## src/bfp_pkg.sv

```systemverilog
// ----------------------------------------------------------------------------
// bfp_pkg
// Shared types and constants of the best-fit block pool: field widths,
// request modes, result codes, register indexes and the sequencer states.
// ----------------------------------------------------------------------------
package bfp_pkg;

    // Field widths
    localparam int ADDR_W    = 40;
    localparam int SIZE_W    = 32;
    localparam int MODE_W    = 2;
    localparam int STATUS_W  = 3;
    localparam int COUNT_W   = 32;
    localparam int CFG_IDX_W = 2;
    localparam int CFG_W     = 40;

    // Stream payloads, padded to whole bytes
    localparam int S_FIELDS_W = MODE_W + SIZE_W + ADDR_W;
    localparam int S_DATA_W   = ((S_FIELDS_W + 7) / 8) * 8;
    localparam int M_FIELDS_W = 4 * ADDR_W + STATUS_W + 2 * COUNT_W;
    localparam int M_DATA_W   = ((M_FIELDS_W + 7) / 8) * 8;

    // Table depth default
    localparam int DEF_MAX_ENTRIES = 16;

    // Register reset values
    localparam logic [SIZE_W-1:0] POOL_SIZE_RST    = 32'd67108864;
    localparam logic [ADDR_W-1:0] REGION_BASE_RST  = 40'd4096;
    localparam logic [ADDR_W-1:0] REGION_LIMIT_RST = 40'hFF_FFFF_FFFF;

    // Register indexes
    localparam logic [CFG_IDX_W-1:0] CFG_POOL_SIZE    = 2'd0;
    localparam logic [CFG_IDX_W-1:0] CFG_REGION_BASE  = 2'd1;
    localparam logic [CFG_IDX_W-1:0] CFG_REGION_LIMIT = 2'd2;

    // Request modes
    localparam logic [MODE_W-1:0] MODE_ALLOC = 2'd0;
    localparam logic [MODE_W-1:0] MODE_FREE  = 2'd1;
    localparam logic [MODE_W-1:0] MODE_RESET = 2'd2;

    // Result codes
    localparam logic [STATUS_W-1:0] ST_REUSED   = 3'd0;
    localparam logic [STATUS_W-1:0] ST_GROWN    = 3'd1;
    localparam logic [STATUS_W-1:0] ST_NO_SPACE = 3'd2;
    localparam logic [STATUS_W-1:0] ST_FREED    = 3'd3;
    localparam logic [STATUS_W-1:0] ST_UNKNOWN  = 3'd4;

    // Sequencer states
    typedef enum logic [2:0] {
        S_IDLE,
        S_SCAN,
        S_GROW,
        S_TAKE,
        S_FREE,
        S_OUT
    } t_state;

    // Control from the sequencer to the scan unit
    typedef struct packed {
        logic clear;      // start a new search
        logic cmp_vld;    // read data holds an entry to compare
        logic cmp_busy;   // in-use mark of that entry
        logic free_mode;  // match on base of a busy entry instead of best fit
    } t_scan_ctl;

endpackage

```

## src/best_fit_block_pool_unit.sv

```systemverilog
// ----------------------------------------------------------------------------
// best_fit_block_pool_unit
// Best-fit allocator over a table of whole pool blocks with a bump pointer.
// ----------------------------------------------------------------------------
// Usage:
//   Requests enter on the slave stream (tdata: mode, request_bytes,
//   free_address). Each request gives exactly one result on the master stream
//   (granted_address, status, byte totals, grant and release counts).
//   Configuration (pool_size, region_base, region_limit) must be written
//   through the plain write port only while the block is idle; the block
//   itself does not enforce this. An allocate or free reads the entry
//   table once, one entry per cycle through the table memory port and the
//   shared compare unit, then takes a block, grows the pool or frees the
//   match before the result is presented and tready is high again; growth
//   replaces the take step. A reset request goes straight to the growth
//   step and an unused mode straight to the result. One request is in flight
//   at a time; tready is low meanwhile.
//   The result sits in an output register, so the next request is taken
//   while it waits; a stalled receiver holds the block in its final step
//   once a second result is ready.
//   Synchronous reset empties the table, zeroes totals and counts, and loads
//   the register defaults; no seed block exists until a reset request.
// ----------------------------------------------------------------------------
module best_fit_block_pool_unit #(
    parameter int MAX_ENTRIES = bfp_pkg::DEF_MAX_ENTRIES
) (
    input  logic                          i_clk,
    input  logic                          i_rst_n,
    // Requests
    input  logic                          i_s_axis_tvalid,
    output logic                          o_s_axis_tready,
    // [1:0] mode, [33:2] request_bytes, [73:34] free_address
    input  logic [bfp_pkg::S_DATA_W-1:0]  i_s_axis_tdata,
    // Results
    output logic                          o_m_axis_tvalid,
    input  logic                          i_m_axis_tready,
    // [39:0] granted_address, [42:40] status, [82:43] bytes_total,
    // [122:83] bytes_used, [162:123] bytes_free, [194:163] grant_count,
    // [226:195] release_count
    output logic [bfp_pkg::M_DATA_W-1:0]  o_m_axis_tdata,
    // Configuration
    input  logic                          i_cfg_wr_en,
    input  logic [bfp_pkg::CFG_IDX_W-1:0] i_cfg_index,
    input  logic [bfp_pkg::CFG_W-1:0]     i_cfg_data
);
    import bfp_pkg::*;

    localparam int IDX_W = (MAX_ENTRIES > 1) ? $clog2(MAX_ENTRIES) : 1;
    localparam int CNT_W = $clog2(MAX_ENTRIES + 1);
    localparam int ENT_W = ADDR_W + SIZE_W;
    localparam int PAD_W = M_DATA_W - M_FIELDS_W;

    // Configuration registers
    logic [SIZE_W-1:0] r_pool_size;
    logic [ADDR_W-1:0] r_region_base;
    logic [ADDR_W-1:0] r_region_limit;

    // Request registers
    logic [MODE_W-1:0] r_mode;
    logic [SIZE_W-1:0] r_want;
    logic [ADDR_W-1:0] r_addr;

    // Sequencer and pool state
    t_state                 r_state, n_state;
    logic [CNT_W-1:0]       r_idx, n_idx;
    logic                   r_cmp_vld, n_cmp_vld;
    logic [IDX_W-1:0]       r_cmp_idx, n_cmp_idx;
    logic [MAX_ENTRIES-1:0] r_busy, n_busy;
    logic [CNT_W-1:0]       r_count, n_count;
    logic [ADDR_W-1:0]      r_bump, n_bump;
    logic [ADDR_W-1:0]      r_total, n_total;
    logic [ADDR_W-1:0]      r_used, n_used;
    logic [ADDR_W-1:0]      r_free, n_free;
    logic [COUNT_W-1:0]     r_grants, n_grants;
    logic [COUNT_W-1:0]     r_releases, n_releases;
    logic [ADDR_W-1:0]      r_granted, n_granted;
    logic [STATUS_W-1:0]    r_status, n_status;
    logic                   r_m_valid, n_m_valid;
    logic [M_DATA_W-1:0]    r_m_data, n_m_data;

    // Entry table
    logic [ENT_W-1:0] r_mem [MAX_ENTRIES];
    logic [ENT_W-1:0] r_rd;
    logic             w_mem_we;

    // Scan unit
    t_scan_ctl         w_scan_ctl;
    logic              w_found;
    logic [IDX_W-1:0]  w_pick_idx;
    logic [ADDR_W-1:0] w_pick_base;
    logic [SIZE_W-1:0] w_pick_size;

    logic              w_s_accept;
    logic              w_scan_more;
    logic [SIZE_W-1:0] w_half;
    logic [SIZE_W-1:0] w_grow_size;
    logic [ADDR_W:0]   w_grow_end;
    logic              w_grow_ok;

    assign w_s_accept = i_s_axis_tvalid && o_s_axis_tready;

    // Configuration writes
    always_ff @(posedge i_clk) begin
        if (!i_rst_n) begin
            r_pool_size    <= POOL_SIZE_RST;
            r_region_base  <= REGION_BASE_RST;
            r_region_limit <= REGION_LIMIT_RST;
        end else if (i_cfg_wr_en) begin
            case (i_cfg_index)
                CFG_POOL_SIZE:    r_pool_size    <= i_cfg_data[SIZE_W-1:0];
                CFG_REGION_BASE:  r_region_base  <= i_cfg_data[ADDR_W-1:0];
                CFG_REGION_LIMIT: r_region_limit <= i_cfg_data[ADDR_W-1:0];
                default: ;
            endcase
        end
    end

    // Capture the request
    always_ff @(posedge i_clk) begin
        if (w_s_accept) begin
            r_mode <= i_s_axis_tdata[MODE_W-1:0];
            r_want <= i_s_axis_tdata[MODE_W +: SIZE_W];
            r_addr <= i_s_axis_tdata[MODE_W+SIZE_W +: ADDR_W];
        end
    end

    // Table memory: one write and one registered read per cycle
    always_ff @(posedge i_clk) begin
        if (w_mem_we) begin
            r_mem[r_count[IDX_W-1:0]] <= {r_bump, w_grow_size};
        end
        r_rd <= r_mem[r_idx[IDX_W-1:0]];
    end

    // Growth step: size, end address and fit against limit and table
    assign w_half      = r_pool_size >> 1;
    assign w_grow_size = (r_mode == MODE_RESET) ? r_pool_size :
                         ((r_want > w_half) ? r_want : w_half);
    assign w_grow_end  = {1'b0, r_bump} + {{(ADDR_W+1-SIZE_W){1'b0}}, w_grow_size};
    assign w_grow_ok   = (r_count < CNT_W'(MAX_ENTRIES)) &&
                         (w_grow_end <= {1'b0, r_region_limit});
    assign w_scan_more = (r_idx < r_count);

    bfp_scan #(
        .IDX_W (IDX_W)
    ) u_scan (
        .i_clk       (i_clk),
        .i_rst_n     (i_rst_n),
        .i_ctl       (w_scan_ctl),
        .i_idx       (r_cmp_idx),
        .i_base      (r_rd[ENT_W-1:SIZE_W]),
        .i_size      (r_rd[SIZE_W-1:0]),
        .i_want      (r_want),
        .i_addr      (r_addr),
        .o_found     (w_found),
        .o_pick_idx  (w_pick_idx),
        .o_pick_base (w_pick_base),
        .o_pick_size (w_pick_size)
    );

    // Sequencer: next state and datapath updates
    always_comb begin
        n_state    = r_state;
        n_idx      = r_idx;
        n_cmp_vld  = 1'b0;
        n_cmp_idx  = r_cmp_idx;
        n_busy     = r_busy;
        n_count    = r_count;
        n_bump     = r_bump;
        n_total    = r_total;
        n_used     = r_used;
        n_free     = r_free;
        n_grants   = r_grants;
        n_releases = r_releases;
        n_granted  = r_granted;
        n_status   = r_status;
        n_m_valid  = r_m_valid && !i_m_axis_tready;
        n_m_data   = r_m_data;
        w_mem_we   = 1'b0;
        o_s_axis_tready      = 1'b0;
        w_scan_ctl.clear     = 1'b0;
        w_scan_ctl.cmp_vld   = r_cmp_vld;
        w_scan_ctl.cmp_busy  = r_busy[r_cmp_idx];
        w_scan_ctl.free_mode = (r_mode == MODE_FREE);

        case (r_state)
            S_IDLE: begin
                o_s_axis_tready = 1'b1;
                if (w_s_accept) begin
                    n_idx            = '0;
                    n_granted        = '0;
                    w_scan_ctl.clear = 1'b1;
                    case (i_s_axis_tdata[MODE_W-1:0])
                        MODE_ALLOC, MODE_FREE: begin
                            n_state = S_SCAN;
                        end
                        MODE_RESET: begin
                            n_busy  = '0;
                            n_count = '0;
                            n_total = '0;
                            n_used  = '0;
                            n_free  = '0;
                            n_bump  = r_region_base;
                            n_state = S_GROW;
                        end
                        default: begin
                            n_status = ST_UNKNOWN;
                            n_state  = S_OUT;
                        end
                    endcase
                end
            end

            S_SCAN: begin
                // Issue one read per cycle, compare it the cycle after
                if (w_scan_more) begin
                    n_idx     = r_idx + 1'b1;
                    n_cmp_vld = 1'b1;
                    n_cmp_idx = r_idx[IDX_W-1:0];
                end else if (!r_cmp_vld) begin
                    if (r_mode == MODE_FREE) begin
                        n_state = S_FREE;
                    end else if (w_found) begin
                        n_state = S_TAKE;
                    end else begin
                        n_state = S_GROW;
                    end
                end
            end

            S_GROW: begin
                // Append one block from the bump pointer
                if (w_grow_ok) begin
                    w_mem_we = 1'b1;
                    n_count  = r_count + 1'b1;
                    n_bump   = w_grow_end[ADDR_W-1:0];
                    n_total  = r_total + ADDR_W'(w_grow_size);
                    if (r_mode == MODE_RESET) begin
                        n_free   = r_free + ADDR_W'(w_grow_size);
                        n_status = ST_REUSED;
                    end else begin
                        // The new block is the only fit: take it at once
                        n_busy[r_count[IDX_W-1:0]] = 1'b1;
                        n_used    = r_used + ADDR_W'(w_grow_size);
                        n_grants  = r_grants + 1'b1;
                        n_granted = r_bump;
                        n_status  = ST_GROWN;
                    end
                end else begin
                    n_status = ST_NO_SPACE;
                end
                n_state = S_OUT;
            end

            S_TAKE: begin
                n_busy[w_pick_idx] = 1'b1;
                n_used    = r_used + ADDR_W'(w_pick_size);
                n_free    = r_free - ADDR_W'(w_pick_size);
                n_grants  = r_grants + 1'b1;
                n_granted = w_pick_base;
                n_status  = ST_REUSED;
                n_state   = S_OUT;
            end

            S_FREE: begin
                if (w_found) begin
                    n_busy[w_pick_idx] = 1'b0;
                    n_used     = r_used - ADDR_W'(w_pick_size);
                    n_free     = r_free + ADDR_W'(w_pick_size);
                    n_releases = r_releases + 1'b1;
                    n_status   = ST_FREED;
                end else begin
                    n_status = ST_UNKNOWN;
                end
                n_state = S_OUT;
            end

            S_OUT: begin
                // Load the result once the output register is free
                if (!r_m_valid || i_m_axis_tready) begin
                    n_m_valid = 1'b1;
                    n_m_data  = {{PAD_W{1'b0}}, r_releases, r_grants, r_free, r_used,
                                 r_total, r_status, r_granted};
                    n_state   = S_IDLE;
                end
            end

            default: begin
                n_state = S_IDLE;
            end
        endcase
    end

    // Control and pool registers
    always_ff @(posedge i_clk) begin
        if (!i_rst_n) begin
            r_state    <= S_IDLE;
            r_idx      <= '0;
            r_cmp_vld  <= 1'b0;
            r_busy     <= '0;
            r_count    <= '0;
            r_bump     <= '0;
            r_total    <= '0;
            r_used     <= '0;
            r_free     <= '0;
            r_grants   <= '0;
            r_releases <= '0;
            r_m_valid  <= 1'b0;
        end else begin
            r_state    <= n_state;
            r_idx      <= n_idx;
            r_cmp_vld  <= n_cmp_vld;
            r_busy     <= n_busy;
            r_count    <= n_count;
            r_bump     <= n_bump;
            r_total    <= n_total;
            r_used     <= n_used;
            r_free     <= n_free;
            r_grants   <= n_grants;
            r_releases <= n_releases;
            r_m_valid  <= n_m_valid;
        end
    end

    // Result payload registers
    always_ff @(posedge i_clk) begin
        r_cmp_idx <= n_cmp_idx;
        r_granted <= n_granted;
        r_status  <= n_status;
        r_m_data  <= n_m_data;
    end

    assign o_m_axis_tvalid = r_m_valid;
    assign o_m_axis_tdata  = r_m_data;

`ifndef SYNTHESIS
    // Every byte in the pool is either used or free
    a_sum_balance: assert property (@(posedge i_clk) disable iff (!i_rst_n)
        r_total == ADDR_W'(r_used + r_free))
        else $error("pool byte totals out of balance");

    // Table fill never passes its depth
    a_count_bound: assert property (@(posedge i_clk) disable iff (!i_rst_n)
        r_count <= CNT_W'(MAX_ENTRIES))
        else $error("entry count beyond table depth");

    // An accepted request blocks the input until its result is formed
    a_busy_after_accept: assert property (@(posedge i_clk) disable iff (!i_rst_n)
        w_s_accept |=> !o_s_axis_tready)
        else $error("request taken while another is in flight");

    // Each result loaded in the output step is presented on the master stream
    a_result_source: assert property (@(posedge i_clk) disable iff (!i_rst_n)
        (r_state == S_OUT && n_state == S_IDLE) |=> r_m_valid)
        else $error("result not presented");
`endif

endmodule

```

## src/bfp_scan.sv

```systemverilog
// ----------------------------------------------------------------------------
// bfp_scan
// Compare unit of the table search. Looks at one entry per cycle and keeps
// the best pick so far: smallest free block that fits (first on a tie), or
// the first busy block with a matching base.
// ----------------------------------------------------------------------------
module bfp_scan #(
    parameter int IDX_W = 4
) (
    input  logic                   i_clk,
    input  logic                   i_rst_n,
    input  bfp_pkg::t_scan_ctl     i_ctl,
    input  logic [IDX_W-1:0]       i_idx,
    input  logic [bfp_pkg::ADDR_W-1:0] i_base,
    input  logic [bfp_pkg::SIZE_W-1:0] i_size,
    input  logic [bfp_pkg::SIZE_W-1:0] i_want,
    input  logic [bfp_pkg::ADDR_W-1:0] i_addr,
    output logic                   o_found,
    output logic [IDX_W-1:0]       o_pick_idx,
    output logic [bfp_pkg::ADDR_W-1:0] o_pick_base,
    output logic [bfp_pkg::SIZE_W-1:0] o_pick_size
);
    import bfp_pkg::*;

    logic              r_found;
    logic [IDX_W-1:0]  r_pick_idx;
    logic [ADDR_W-1:0] r_pick_base;
    logic [SIZE_W-1:0] r_pick_size;
    logic              w_fit;
    logic              w_hit;
    logic              w_take;

    // Match rules for the two search kinds
    assign w_fit  = !i_ctl.cmp_busy && (i_size >= i_want) &&
                    (!r_found || (i_size < r_pick_size));
    assign w_hit  = i_ctl.cmp_busy && (i_base == i_addr) && !r_found;
    assign w_take = i_ctl.cmp_vld && (i_ctl.free_mode ? w_hit : w_fit);

    // Hold the found flag
    always_ff @(posedge i_clk) begin
        if (!i_rst_n) begin
            r_found <= 1'b0;
        end else if (i_ctl.clear) begin
            r_found <= 1'b0;
        end else if (w_take) begin
            r_found <= 1'b1;
        end
    end

    // Capture the pick
    always_ff @(posedge i_clk) begin
        if (w_take && !i_ctl.clear) begin
            r_pick_idx  <= i_idx;
            r_pick_base <= i_base;
            r_pick_size <= i_size;
        end
    end

    assign o_found     = r_found;
    assign o_pick_idx  = r_pick_idx;
    assign o_pick_base = r_pick_base;
    assign o_pick_size = r_pick_size;

endmodule
```

## config.mk

```make
export PLATFORM = sky130hd
export DESIGN_NAME = best_fit_block_pool_unit
export DESIGN_NICKNAME = d
export VERILOG_FILES = /design/src/bfp_pkg.sv /design/src/best_fit_block_pool_unit.sv /design/src/bfp_scan.sv
export SDC_FILE = /design/constraint.sdc
export NUM_CORES = 2
export LEC_CHECK = 0
export ABC_AREA = 0
export ABC_CLOCK_PERIOD_IN_PS = 45000
export BUFFER_PORTS_ARGS = -buffer_cell sky130_fd_sc_hd__clkbuf_2
export CAP_MARGIN = 10
export CORE_ASPECT_RATIO = 1.2
export CORE_MARGIN = 4
export CORE_UTILIZATION = 40
export DETAILED_ROUTE_END_ITERATION = 10
export GPL_TIMING_DRIVEN = 0
export HOLD_SLACK_MARGIN = 0.02
export PLACE_DENSITY = 0.58
export SYNTH_ARGS = -nofsm -noshare
export SYNTH_HDL_FRONTEND = slang
export SYNTH_SLANG_ARGS = --single-unit
```

## constraint.sdc

```tcl
create_clock -name i_clk -period 45 [get_ports i_clk]
set_input_delay 2.25 -clock i_clk [delete_from_list [all_inputs] [get_ports i_clk]]
set_output_delay 2.25 -clock i_clk [all_outputs]
set_load 0.1 [all_outputs]
```

==> results.cfg <==
[route]
route.met3.wl_um = 19410
wl_met2_um = 136100
routed_wl_um = 283500
postRouteAntennaNets = 0
vias = 55150
drt-met1-wl_um = 110300
first_pass_iters = 8
drt-initial-drc-count = 5674
route.detailed.drc = 0
viasPerCell = 5.685
wl_per_cell_um = 29.22
dr.max_layer_used = met5

[floorplan]
rows = 186
ios = 361
core_area_mm2 = 0.2143
die_x_um = 432.0
die_h_um = 516.8
dieArea_mm2 = 0.2232
initial_utilization_pct = 40.25

[layout]
syn_to_final_growth_pct = 17.23
final-seq-area_mm2 = 0.05613
postLayoutCoreUtil_pct = 47.19
multi_input_area_mm2 = 0.02863
final_nets = 7112
final_common_cell = edfxtp_1
largest_reg_flops = 1152
instances_no_fill = 9701
fill_cells = 18630
final_cell_mix = 1576 x edfxtp_1, 464 x nand2_1, 440 x dfxtp_1
layout-drive-gt1-share_pct = 18.68

[timing]
finalWorstSetupSlack_ns = 31.66
max_slew_margin_pct = 6.385
grt_setup_unrepaired = false
skew_ns = 0.06727
fmax_mhz = 74.94
period_share_pct = 29.65
fin_setup_tns_ns = 0
slew_violations = 0
hold-worst-slack_ns = 0.4131
finalHoldViolations = 0
finalCriticalPeriod_ns = 13.34
worst_pin_slew_ns = 1.404
setup_viol = 0

[place]
gp_congestion = 0.9755
place_inst = 9310
port_buffers = 349
hpwl_um = 211100
place_ws_ns = 32.11

[critical_path]
cp.required_ns = 45.53
crit_arrival_ns = 13.88
crit_type = reg2reg
cpMostUsedCell = buf_6
worst-path-max-fanout = 18
slowest_stage = a2111oi_0
max_stage_delay_ns = 0.97
cp_top_family = simple AND/OR/NAND/NOR gates
start_kind = register
critical_path.endpoint_type = register
cp_num_buf_inv = 11

[flow_run]
maxCapViolCount = 0

[clocking]
cts_buffer_depth = 3
root_buffer = clkbuf_16
clock_sinks = 2016
cts_setup_buffers = 0
clkSlewWorstSetupHoldPaths_ns = 0.06
hold_buffers = 0
cts_inserted_buffers = 196
cts-resized-gates = 0
cts_tree = yes
clock_latency_ns = 0.88
htreeDepth = 4

[power]
powerDensity_mw_per_mm2 = 59.22
max-vdd-ir-drop_uv = 43.20
p_leak_nw = 35.53

[synthesis]
seq_area_frac_synth_pct = 65.06
synthCells = 5983
syn_avg_cell_area_um2 = 14.42
synth_seq_cells = 2016
ys.flop_type = edfxtp_1
syn_area_mm2 = 0.08628
yosysUniqueCellTypes = 99
synth-edff-count = 1576
synth-async-reset-ratio_pct = 0
yosys_warnings = 0

[grt]
antenna_found_initial = 35
track_usage_pct = 25.09
grt_pass1_vias = 54820
grt_overflow_total = 0
grt_pass1_wl_um = 400600
grt_max_degree = 44

[min_path]
hp-class = reg2reg

[outcome]
outcome = finished, final reports clean
synthesized netlist by cell type, types with 58 or more instances:
cell | instances | area, um2
edfxtp_1 | 1576 | 47330
dfxtp_1 | 440 | 8808
xnor2_1 | 137 | 1200
nor2_1 | 388 | 1456
inv_1 | 211 | 792.0
nand4_1 | 79 | 494.2
ha_1 | 291 | 3641
a21oi_1 | 393 | 1967
o21ai_0 | 183 | 915.9
nor3_1 | 98 | 490.5
clkbuf_1 | 232 | 870.8
mux4_2 | 365 | 8220
o211ai_1 | 58 | 435.4
a21o_1 | 149 | 1119
nand2_1 | 464 | 1742
nand3_1 | 139 | 695.7
xor2_1 | 114 | 998.5
a31oi_1 | 59 | 369.1
cell type report:
cell class / instances / share of cell area (%)
repair buffers: 505 / 4.149
flip-flops and latches: 2016 / 55.49
multi-input cells: 3483 / 28.31
inverters: 212 / 0.7892
plain buffers: 276 / 1.059
diodes: 17 / 0.04206
clock buffers: 251 / 5.193
clock inverters: 121 / 1.478
well taps: 2820 / 3.488
report_power, final:
| part | switching [mW] | leakage, nW | internal, mW | total, mW |
|---|---|---|---|---|
| Clock | 0.739 | 3.25 | 0.975 | 1.71 |
| Combinational | 1.23 | 14.3 | 0.610 | 1.84 |
| Sequential | 0.169 | 18.0 | 2.27 | 2.44 |
cell families (layout without fill, tap and decap cells):
logic type,Yosys count,in the layout,synth area share (%)
xor gates and xnor gates,251,251,2.548
and+or+nand+nor,1421,1421,7.696
adders and majority gates,295,295,4.313
buffers and inverters,488,1365,2.158
muxes,415,415,10.11
AOI/OAI and AO/OA,1096,1096,8.112
other,1,22,0.004346
DFF,2016,2016,65.06
path summary, 6_finish.rpt:
check	depth (start not counted)	start	end	slack [ns]
worst min register to register	0	r_granted[33]	o_m_axis_tdata[33]	0.41
worst max-delay path	38	r_pool_size[26]	r_mem[0][3]	31.66
worst max register to register	38	r_pool_size[26]	r_mem[0][3]	31.66
worst min-delay path	0	r_granted[33]	o_m_axis_tdata[33]	0.41
stage by stage:
| step | cell area (um2) | power, mW |
|---|---|---|
| 2_1_floorplan | 86300 | 3.561 |
| 3_3_place_gp | 91570 | 4.226 |
| 3_5_place_dp | 94320 | 4.295 |
| 4_1_cts | 101100 | 6.005 |
| 5_1_grt | 101100 | 6.221 |
| 6_report | 101200 | 5.990 |
routing by layer:
metal	GRT usage (%)	vias to the layer above
li1	-	24410
met1	31.34	27940
met5	0	-
met2	41.68	2243
met4	13.64	4
met3	4.336	549
Power figures use the tool's default switching activity.
